File: config.mk
export PLATFORM = sky130hd
export DESIGN_NAME = bucket_priority_queue
export DESIGN_NICKNAME = d
export VERILOG_FILES = /design/src/rtl/bpq_pkg.sv /design/src/rtl/bpq_front.sv /design/src/rtl/bpq_back.sv /design/src/rtl/bucket_priority_queue.sv
export SDC_FILE = /design/constraint.sdc
export NUM_CORES = 2
export LEC_CHECK = 0
export BUFFER_PORTS_ARGS = -buffer_cell sky130_fd_sc_hd__buf_2
export CAP_MARGIN = 5
export CORE_MARGIN = 8
export CORE_UTILIZATION = 58
export CTS_BUF_LIST = sky130_fd_sc_hd__clkbuf_4
export CTS_CLUSTER_DIAMETER = 60
export DETAILED_ROUTE_END_ITERATION = 10
export PLACE_DENSITY = 0.72
export SETUP_SLACK_MARGIN = 0.4
export SLEW_MARGIN = 10
export SYNTH_ARGS = -nofsm -noshare
export SYNTH_HDL_FRONTEND = slang
export SYNTH_SLANG_ARGS = --single-unit
File: constraint.sdc
create_clock -name aclk -period 12.7 [get_ports aclk]
set_clock_uncertainty 0.1 [all_clocks]
set_input_delay 3.81 -clock aclk [delete_from_list [all_inputs] [get_ports aclk]]
set_output_delay 3.81 -clock aclk [all_outputs]
set_load 0.01 [all_outputs]
File: src/rtl/bpq_pkg.sv
// ----------------------------------------------------------------------------
// Bucket priority queue package
// Shared constants, types and helpers for the bucket priority queue.
// ----------------------------------------------------------------------------
package bpq_pkg;

    localparam int NUM_VERTICES = 64;
    localparam int NUM_BINS     = 63;

    localparam int VERTEX_W = 6;
    localparam int KEY_W    = 6;
    localparam int LINK_W   = 7;
    localparam int MIN_W    = 7;

    localparam logic [LINK_W-1:0]   LINK_NULL = {LINK_W{1'b1}};
    localparam logic [VERTEX_W-1:0] CNT_LAST  = VERTEX_W'(NUM_VERTICES - 1);
    localparam logic [MIN_W-1:0]    MIN_RESET = MIN_W'(NUM_BINS);

    localparam int QUEUE_DEPTH = 4;
    localparam int QUEUE_AW    = $clog2(QUEUE_DEPTH);
    localparam int QUEUE_CW    = $clog2(QUEUE_DEPTH + 1);

    localparam int S_TDATA_W = 24;
    localparam int S_TUSER_W = 2;
    localparam int M_TDATA_W = 16;
    localparam int M_TUSER_W = 1;

    typedef logic [VERTEX_W-1:0] vertex_t;
    typedef logic [KEY_W-1:0]    key_t;
    typedef logic [LINK_W-1:0]   link_t;

    typedef enum logic [1:0] {
        OP_INSERT  = 2'd0,
        OP_REMOVE  = 2'd1,
        OP_UPDATE  = 2'd2,
        OP_EXTRACT = 2'd3
    } op_t;

    typedef struct packed {
        op_t     op;
        vertex_t vertex;
        key_t    new_key;
        key_t    old_key;
    } queue_item_t;

    typedef enum logic [3:0] {
        ST_IDLE,
        ST_REM_RD,
        ST_REM_WR,
        ST_INS_RD,
        ST_INS_WR,
        ST_INS_FIX,
        ST_EXT_TIGHT,
        ST_EXT_HEAD,
        ST_EXT_WALK
    } state_t;

    // A stored link at or above the vertex count stands for the end of a list.
    function automatic logic link_is_null(input link_t link);
        return link >= LINK_W'(NUM_VERTICES);
    endfunction

endpackage

File: src/rtl/bpq_front.sv
// ----------------------------------------------------------------------------
// Bucket priority queue front end
// Accepts input beats, decodes the operation and queues it for the back end.
// ----------------------------------------------------------------------------
module bpq_front
    import bpq_pkg::*;
(
    input  logic                 aclk,
    input  logic                 aresetn,
    input  logic                 s_tvalid,
    output logic                 s_tready,
    input  logic [S_TDATA_W-1:0] s_tdata,  // vertex, new_key, old_key, zero fill
    input  logic [S_TUSER_W-1:0] s_tuser,  // kind
    output logic                 q_valid,
    output queue_item_t          q_item,
    input  logic                 q_pop
);

    queue_item_t             entry_reg [QUEUE_DEPTH];
    logic [QUEUE_AW-1:0]     wr_ptr_reg, wr_ptr_next;
    logic [QUEUE_AW-1:0]     rd_ptr_reg, rd_ptr_next;
    logic [QUEUE_CW-1:0]     count_reg, count_next;
    queue_item_t             item_in;
    logic                    push;

    always_comb begin
        item_in.vertex  = s_tdata[VERTEX_W-1:0];
        item_in.new_key = s_tdata[VERTEX_W+KEY_W-1:VERTEX_W];
        item_in.old_key = s_tdata[VERTEX_W+2*KEY_W-1:VERTEX_W+KEY_W];
        item_in.op      = op_t'(s_tuser);
    end

    assign s_tready = (count_reg != QUEUE_CW'(QUEUE_DEPTH));
    assign push     = s_tvalid && s_tready;
    assign q_valid  = (count_reg != '0);
    assign q_item   = entry_reg[rd_ptr_reg];

    always_comb begin
        wr_ptr_next = push  ? wr_ptr_reg + 1'b1 : wr_ptr_reg;
        rd_ptr_next = q_pop ? rd_ptr_reg + 1'b1 : rd_ptr_reg;
        count_next  = count_reg;
        if (push && !q_pop) begin
            count_next = count_reg + 1'b1;
        end else if (!push && q_pop) begin
            count_next = count_reg - 1'b1;
        end
    end

    always_ff @(posedge aclk) begin
        if (!aresetn) begin
            wr_ptr_reg <= '0;
            rd_ptr_reg <= '0;
            count_reg  <= '0;
        end else begin
            wr_ptr_reg <= wr_ptr_next;
            rd_ptr_reg <= rd_ptr_next;
            count_reg  <= count_next;
        end
    end

    always_ff @(posedge aclk) begin
        if (push) begin
            entry_reg[wr_ptr_reg] <= item_in;
        end
    end

endmodule

File: src/rtl/bpq_back.sv
// ----------------------------------------------------------------------------
// Bucket priority queue back end
// Sequences the list memories for insert, remove, update and extraction.
// ----------------------------------------------------------------------------
module bpq_back
    import bpq_pkg::*;
(
    input  logic                 aclk,
    input  logic                 aresetn,
    input  logic                 q_valid,
    input  queue_item_t          q_item,
    output logic                 q_pop,
    output logic                 m_tvalid,
    input  logic                 m_tready,
    output logic [M_TDATA_W-1:0] m_tdata,  // out_vertex, min_key, zero fill
    output logic                 m_tlast,
    output logic [M_TUSER_W-1:0] m_tuser   // empty_res
);

    // List memories. Bucket heads are only meaningful where occ_reg is set.
    vertex_t head_mem [NUM_BINS+1];
    link_t   prev_mem [NUM_VERTICES];
    link_t   next_mem [NUM_VERTICES];

    state_t               state_reg, state_next;
    queue_item_t          cur_reg, cur_next;
    logic [NUM_BINS:0]    occ_reg, occ_next;
    logic [MIN_W-1:0]     min_reg, min_next;
    key_t                 max_reg, max_next;
    vertex_t              walk_reg, walk_next;
    vertex_t              cnt_reg, cnt_next;
    link_t                pend_reg, pend_next;

    vertex_t              head_rd_reg;
    link_t                prev_rd_reg, next_rd_reg;

    logic                 out_valid_reg, out_valid_next;
    vertex_t              out_vertex_reg;
    logic [MIN_W-1:0]     out_min_reg;
    logic                 out_last_reg, out_empty_reg;

    logic                 head_re, head_we, prev_re, prev_we, next_re, next_we;
    key_t                 head_raddr, head_waddr;
    vertex_t              head_wdata;
    vertex_t              prev_raddr, prev_waddr, next_raddr, next_waddr;
    link_t                prev_wdata, next_wdata;

    logic                 out_load, out_last_in, out_empty_in;
    vertex_t              out_vertex_in;
    logic                 out_free;

    logic                 min_in_range, min_le_max, min_occ;
    logic                 tight_step, tight_empty;
    key_t                 min_idx;
    link_t                ins_head, walk_nx;
    logic                 walk_fin;

    assign out_free     = !out_valid_reg || m_tready;
    assign min_in_range = (min_reg <= MIN_RESET);
    assign min_le_max   = (min_reg <= {1'b0, max_reg});
    assign min_idx      = min_reg[KEY_W-1:0];
    assign min_occ      = occ_reg[min_idx];
    assign tight_step   = min_le_max && min_in_range && !min_occ;
    assign tight_empty  = !min_le_max || !min_in_range || !min_occ;
    assign ins_head     = occ_reg[cur_reg.new_key] ? {1'b0, head_rd_reg} : LINK_NULL;
    assign walk_nx      = next_rd_reg;
    assign walk_fin     = link_is_null(walk_nx) || (cnt_reg == CNT_LAST);

    // Next state.
    always_comb begin
        state_next = state_reg;
        unique case (state_reg)
            ST_IDLE: begin
                if (q_valid) begin
                    unique case (q_item.op)
                        OP_INSERT:  state_next = ST_INS_RD;
                        OP_EXTRACT: state_next = ST_EXT_TIGHT;
                        default:    state_next = ST_REM_RD;
                    endcase
                end
            end
            ST_REM_RD:  state_next = ST_REM_WR;
            ST_REM_WR:  state_next = (cur_reg.op == OP_UPDATE) ? ST_INS_RD : ST_IDLE;
            ST_INS_RD:  state_next = ST_INS_WR;
            ST_INS_WR:  state_next = link_is_null(ins_head) ? ST_IDLE : ST_INS_FIX;
            ST_INS_FIX: state_next = ST_IDLE;
            ST_EXT_TIGHT: begin
                if (!tight_step) begin
                    if (!tight_empty) begin
                        state_next = ST_EXT_HEAD;
                    end else if (out_free) begin
                        state_next = ST_IDLE;
                    end
                end
            end
            ST_EXT_HEAD: state_next = ST_EXT_WALK;
            ST_EXT_WALK: begin
                if (out_free && walk_fin) begin
                    state_next = ST_IDLE;
                end
            end
            default: state_next = ST_IDLE;
        endcase
    end

    // Datapath controls.
    always_comb begin
        q_pop         = 1'b0;
        cur_next      = cur_reg;
        occ_next      = occ_reg;
        min_next      = min_reg;
        max_next      = max_reg;
        walk_next     = walk_reg;
        cnt_next      = cnt_reg;
        pend_next     = pend_reg;
        head_re       = 1'b0;
        head_raddr    = cur_reg.new_key;
        head_we       = 1'b0;
        head_waddr    = cur_reg.new_key;
        head_wdata    = cur_reg.vertex;
        prev_re       = 1'b0;
        prev_raddr    = cur_reg.vertex;
        prev_we       = 1'b0;
        prev_waddr    = cur_reg.vertex;
        prev_wdata    = LINK_NULL;
        next_re       = 1'b0;
        next_raddr    = cur_reg.vertex;
        next_we       = 1'b0;
        next_waddr    = cur_reg.vertex;
        next_wdata    = LINK_NULL;
        out_load      = 1'b0;
        out_vertex_in = walk_reg;
        out_last_in   = 1'b0;
        out_empty_in  = 1'b0;

        unique case (state_reg)
            ST_IDLE: begin
                if (q_valid) begin
                    q_pop    = 1'b1;
                    cur_next = q_item;
                end
            end
            ST_REM_RD: begin
                prev_re = 1'b1;
                next_re = 1'b1;
            end
            ST_REM_WR: begin
                if (link_is_null(prev_rd_reg)) begin
                    // Vertex was at the head: its successor becomes the head.
                    occ_next[cur_reg.old_key] = !link_is_null(next_rd_reg);
                    head_we    = !link_is_null(next_rd_reg);
                    head_waddr = cur_reg.old_key;
                    head_wdata = next_rd_reg[VERTEX_W-1:0];
                    prev_wdata = LINK_NULL;
                end else begin
                    next_we    = 1'b1;
                    next_waddr = prev_rd_reg[VERTEX_W-1:0];
                    next_wdata = link_is_null(next_rd_reg) ? LINK_NULL : next_rd_reg;
                    prev_wdata = prev_rd_reg;
                end
                prev_we    = !link_is_null(next_rd_reg);
                prev_waddr = next_rd_reg[VERTEX_W-1:0];
            end
            ST_INS_RD: begin
                head_re = 1'b1;
            end
            ST_INS_WR: begin
                prev_we    = 1'b1;
                prev_wdata = LINK_NULL;
                next_we    = 1'b1;
                next_wdata = ins_head;
                head_we    = 1'b1;
                occ_next[cur_reg.new_key] = 1'b1;
                pend_next  = ins_head;
                if ({1'b0, cur_reg.new_key} < min_reg) begin
                    min_next = {1'b0, cur_reg.new_key};
                end
                if (cur_reg.new_key > max_reg) begin
                    max_next = cur_reg.new_key;
                end
            end
            ST_INS_FIX: begin
                prev_we    = 1'b1;
                prev_waddr = pend_reg[VERTEX_W-1:0];
                prev_wdata = {1'b0, cur_reg.vertex};
            end
            ST_EXT_TIGHT: begin
                head_raddr = min_idx;
                if (tight_step) begin
                    min_next = min_reg + 1'b1;
                end else if (!tight_empty) begin
                    head_re = 1'b1;
                end else if (out_free) begin
                    out_load      = 1'b1;
                    out_vertex_in = '0;
                    out_last_in   = 1'b1;
                    out_empty_in  = 1'b1;
                end
            end
            ST_EXT_HEAD: begin
                walk_next  = head_rd_reg;
                next_re    = 1'b1;
                next_raddr = head_rd_reg;
                cnt_next   = '0;
            end
            ST_EXT_WALK: begin
                if (out_free) begin
                    out_load    = 1'b1;
                    out_last_in = walk_fin;
                    if (walk_fin) begin
                        // Emptying the bucket only drops its head; links stay.
                        occ_next[min_idx] = 1'b0;
                    end else begin
                        walk_next  = walk_nx[VERTEX_W-1:0];
                        next_re    = 1'b1;
                        next_raddr = walk_nx[VERTEX_W-1:0];
                        cnt_next   = cnt_reg + 1'b1;
                    end
                end
            end
            default: begin
            end
        endcase
    end

    assign out_valid_next = out_load ? 1'b1 : (m_tready ? 1'b0 : out_valid_reg);

    always_ff @(posedge aclk) begin
        if (!aresetn) begin
            state_reg     <= ST_IDLE;
            occ_reg       <= '0;
            min_reg       <= MIN_RESET;
            max_reg       <= '0;
            out_valid_reg <= 1'b0;
        end else begin
            state_reg     <= state_next;
            occ_reg       <= occ_next;
            min_reg       <= min_next;
            max_reg       <= max_next;
            out_valid_reg <= out_valid_next;
        end
    end

    always_ff @(posedge aclk) begin
        cur_reg  <= cur_next;
        walk_reg <= walk_next;
        cnt_reg  <= cnt_next;
        pend_reg <= pend_next;
        if (out_load) begin
            out_vertex_reg <= out_vertex_in;
            out_min_reg    <= min_reg;
            out_last_reg   <= out_last_in;
            out_empty_reg  <= out_empty_in;
        end
    end

    always_ff @(posedge aclk) begin
        if (head_we) begin
            head_mem[head_waddr] <= head_wdata;
        end
        if (head_re) begin
            head_rd_reg <= head_mem[head_raddr];
        end
    end

    always_ff @(posedge aclk) begin
        if (prev_we) begin
            prev_mem[prev_waddr] <= prev_wdata;
        end
        if (prev_re) begin
            prev_rd_reg <= prev_mem[prev_raddr];
        end
    end

    always_ff @(posedge aclk) begin
        if (next_we) begin
            next_mem[next_waddr] <= next_wdata;
        end
        if (next_re) begin
            next_rd_reg <= next_mem[next_raddr];
        end
    end

    assign m_tvalid = out_valid_reg;
    assign m_tdata  = {{(M_TDATA_W-VERTEX_W-MIN_W){1'b0}}, out_min_reg, out_vertex_reg};
    assign m_tlast  = out_last_reg;
    assign m_tuser  = out_empty_reg;

    a_empty_is_last: assert property (@(posedge aclk) disable iff (!aresetn)
        (out_valid_reg && out_empty_reg) |-> out_last_reg)
        else $error("empty result without last marker");

    a_insert_marks_bucket: assert property (@(posedge aclk) disable iff (!aresetn)
        (state_reg == ST_INS_WR) |=> occ_reg[$past(cur_reg.new_key)])
        else $error("bucket not marked occupied after insert");

    a_tighten_monotone: assert property (@(posedge aclk) disable iff (!aresetn)
        (state_reg == ST_EXT_TIGHT) |=> (min_reg >= $past(min_reg)))
        else $error("minimum moved backward while tightening");

    a_extract_clears: assert property (@(posedge aclk) disable iff (!aresetn)
        (state_reg == ST_EXT_WALK && out_free && walk_fin)
            |=> !occ_reg[$past(min_reg[KEY_W-1:0])])
        else $error("extracted bucket still marked occupied");

endmodule

File: src/rtl/bucket_priority_queue.sv
// ----------------------------------------------------------------------------
// Bucket priority queue
// Vertex bucket queue with insert, remove, update and extract-minimum.
// ----------------------------------------------------------------------------
// Input beats land in a four-deep queue and are executed one at a time by a
// sequencer over three single-port list memories with registered reads. Each
// operation is dispatched from idle. Insert reads the bucket head and writes
// the links, then fixes the back link of the old head if there was one; remove
// reads and rewrites the neighbour links; update is a remove, then an insert.
// Extraction skips empty buckets one per cycle while advancing the minimum,
// fetches the head, then emits one vertex per cycle, as each next link comes
// from the next-link memory read of the cycle before. Results leave through
// an output register, so the walk stalls only when downstream holds tready
// low. Bucket occupancy is in flip-flops cleared by reset; no pass is needed.
module bucket_priority_queue
    import bpq_pkg::*;
(
    input  logic                 aclk,
    input  logic                 aresetn,
    input  logic                 s_tvalid,
    output logic                 s_tready,
    input  logic [S_TDATA_W-1:0] s_tdata,  // vertex, new_key, old_key, zero fill
    input  logic [S_TUSER_W-1:0] s_tuser,  // kind
    output logic                 m_tvalid,
    input  logic                 m_tready,
    output logic [M_TDATA_W-1:0] m_tdata,  // out_vertex, min_key, zero fill
    output logic                 m_tlast,
    output logic [M_TUSER_W-1:0] m_tuser   // empty_res
);

    logic        q_valid;
    logic        q_pop;
    queue_item_t q_item;

    bpq_front u_front (
        .aclk     (aclk),
        .aresetn  (aresetn),
        .s_tvalid (s_tvalid),
        .s_tready (s_tready),
        .s_tdata  (s_tdata),
        .s_tuser  (s_tuser),
        .q_valid  (q_valid),
        .q_item   (q_item),
        .q_pop    (q_pop)
    );

    bpq_back u_back (
        .aclk     (aclk),
        .aresetn  (aresetn),
        .q_valid  (q_valid),
        .q_item   (q_item),
        .q_pop    (q_pop),
        .m_tvalid (m_tvalid),
        .m_tready (m_tready),
        .m_tdata  (m_tdata),
        .m_tlast  (m_tlast),
        .m_tuser  (m_tuser)
    );

endmodule
==> out/results.ini <==
[global_routing]
overflow = 0
grt_util_met2_pct = 38.3
grt_pass1_vias = 38000
busiest_layer = met2
use_met1_pct = 34.9
grt_use_total_pct = 24.9
grt_max_degree = 97
met3_usage_pct = 6.49
antenna_found_initial = 7
grt_pass1_wl_mm = 230

[clocking]
cts_max_path_buffers = 4
cts_inserted_buffers = 383
root_buffer = clkbuf_4
cts_max_level = 5
cts_tree = yes
cts.sinks = 1524
clk_pin_slew_worst_paths_ns = 0.07
cts_setup_buffers = 0
cts-resized-gates = 0
clk_latency_ns = 1.27
cts_hold_buf = 0

[worst_setup_path]
startpoint_type = primary input
required_ns = 13.48
endpoint_kind = flop
cp.arrival_ns = 8.39
critical_path.max_stage_delay_ns = 0.78
crit_chain = buf_2 -> nor2b_1 -> nor2_4 -> a21oi_2 -> a21o_2 -> buf_4 -> nand2_1 -> o221ai_1 -> o21ai_1 -> a32o_1 -> o41ai_1
critical_path.slowest_cell = o41ai_1
cp_max_fo = 81
crit_type = in2reg

[floorplan]
ios = 50
die_h_um = 348
rows = 121
fp.dieW_um = 348
initial_core_util_pct = 58.5
die_area_mm2 = 0.121
core-area_mm2 = 0.109

[cells_and_area]
fin_cells = 5943
fill_cells = 7674
stdcell_area_mm2 = 0.0700
drive_gt1_share_pct = 23.2
syn_to_final_growth_pct = 9.80
utilization_pct = 64.2
top_regs = u_back.next_mem x448, u_back.prev_mem x448, u_back.head_mem x384
layout.nets = 4320

[drt]
dr.pass1.iters = 9
drtIter0Drc = 4458
postRouteAntennaNets = 0
remaining_drc_errors = 0
via_count = 38300
routed_via_density = 6.44
wl_per_cell_um = 25.8
routed_wl_mm = 153

[timing]
relSlewSlack_pct = 6.59
maxSlewViolCount = 0
tightest_slew_ns = 1.39
whs_ns = 0.380
final.min_clock_period_ns = 7.61
tns_ns = 0
setup_viol = 0
hold_violations = 0
max_freq_mhz = 131
min_period_over_period_pct = 59.9
grt_setup_unrepaired = false

[synth]
yosys_warnings = 0
synth_top_flop_cell = edfxtp_1
syn_inst = 4021
synth_edf_count = 1433
netlist_area_mm2 = 0.0638
async_reset_ff_share_pct = 0
seq_area_frac_synth_pct = 70.3
synth_cell_type_count = 75
synth_seq_cells = 1524
syn_avg_cell_area_um2 = 15.9

[placed_design]
post-dp-hpwl_mm = 91.3
gp_congestion = 0.939
io_buffers = 40
dp_cells = 5292
placed_area_mm2 = 0.0654

[job]
maxCapViolCount = 0

[hold_path]
worstHoldPathType = reg2reg

[pwr]
static-leakage-power_nw = 22.8
power.density_mw_per_mm2 = 225
peakVddDrop_mv = 0.216

[run_status]
outcome = finished clean

-- worst max-delay path, delay by kind of cell --
kind	cells	cell delay [ns]
AOI/OAI and AO/OA	6	2.40
buffers and inverters	2	0.80
and+or+nand+nor	3	1.31
-- where the power goes --
part | internal [mW] | leakage (nW) | switching, mW | total, mW
registers | 6.32 | 13.4 | 0.194 | 6.52
clock network | 2.07 | 2.76 | 1.87 | 3.94
logic | 1.77 | 6.65 | 3.53 | 5.31
total | 10.2 | 22.8 | 5.60 | 15.8
-- placed cells by master (no fill, tap or decap), types with 31 or more instances in the layout --
| master | netlist | layout |
|---|---|---|
| edfxtp_1 | 1433 | 1433 |
| mux4_2 | 292 | 292 |
| o21ai_0 | 80 | 80 |
| a32oi_1 | 32 | 31 |
| clkinv_1 | 3 | 83 |
| mux2i_1 | 180 | 180 |
| dfxtp_1 | 91 | 90 |
| and3_1 | 54 | 54 |
| buf_4 | 23 | 69 |
| o41ai_1 | 53 | 53 |
| buf_2 | 35 | 40 |
| nor2_1 | 317 | 312 |
| nand2_1 | 411 | 410 |
| nand3_1 | 136 | 124 |
| clkbuf_4 | 0 | 540 |
| a21oi_1 | 217 | 212 |
| o22ai_1 | 58 | 58 |
-- Yosys cell counts, types with 13 or more instances --
library cell	number	share of area, %
a32oi_1	32	0.44
mux2i_1	180	2.8
o21a_1	13	0.15
o22ai_1	58	0.57
or2_2	21	0.21
ha_1	26	0.51
nor2b_1	16	0.16
and2_1	25	0.25
buf_1	32	0.19
buf_4	23	0.27
a211oi_1	17	0.20
o41ai_1	53	0.73
edfxtp_1	1433	67
buf_2	35	0.27
nand2b_1	27	0.26
nor4_1	13	0.13
a31oi_1	14	0.14
inv_1	27	0.16
mux4_2	292	10
dfxtp_1	91	2.9
a21oi_1	217	1.7
nor2_1	317	1.9
o21ai_0	80	0.63
nor3_1	31	0.24
a2111oi_0	28	0.38
and3_1	54	0.53
nand2_1	411	2.4
clkbuf_1	158	0.93
a22oi_1	20	0.24
nand3_1	136	1.1
-- metrics by stage --
stage	worst slack, ns	power (mW)
6_report	5.09	15.8
5_1_grt	5.08	16.4
4_1_cts	5.41	15.8
3_5_place_dp	4.17	11.9
3_3_place_gp	4.17	11.8
2_1_floorplan	6.45	10.1
-- cell type report --
| type | count | area [um2] | area share, % |
|---|---|---|---|
| Tap cell | 1414 | 1770 | 2.53 |
| Sequential cell | 1524 | 44900 | 64.1 |
| Inverter | 33 | 124 | 0.177 |
| Antenna cell | 8 | 20.0 | 0.0286 |
| Timing Repair Buffer | 110 | 738 | 1.05 |
| Clock inverter | 103 | 569 | 0.813 |
| Multi-Input combinational cell | 2211 | 17900 | 25.6 |
| Clock buffer | 540 | 4050 | 5.79 |
-- cells by family (layout without fill, tap and decap cells) --
logic type,after synthesis,after routing,share of synthesized area (%)
other cells,1,11,0.00588
xor+xnor,9,9,0.124
fa+ha+maj,27,27,0.541
mux,482,482,13.3
buf+inv,288,786,2.00
simple gates,1080,1080,7.46
flops,1524,1524,70.3
compound gates,610,610,6.22
-- layer usage --
metal	share of wire (%)	wire length (um)	vias up
met4	3.2	4960	4
met3	11	16200	402
met2	47	71400	2253
met5	0.018	27	-
li1	-	-	16600
met1	40	60800	19000
-- worst paths after layout --
kind,start,end,slack (ns),depth (start not counted)
min,flop,flop,0.38,2
min reg2reg,flop,flop,0.38,2
max reg2reg,u_back.cnt_reg[0]$_SDFFCE_PN0P_,u_back.next_rd_reg[3]$_DFFE_PP_,6.95,11
max,m_tready,u_back.next_rd_reg[3]$_DFFE_PP_,5.09,11
Power figures use the tool's default switching activity.
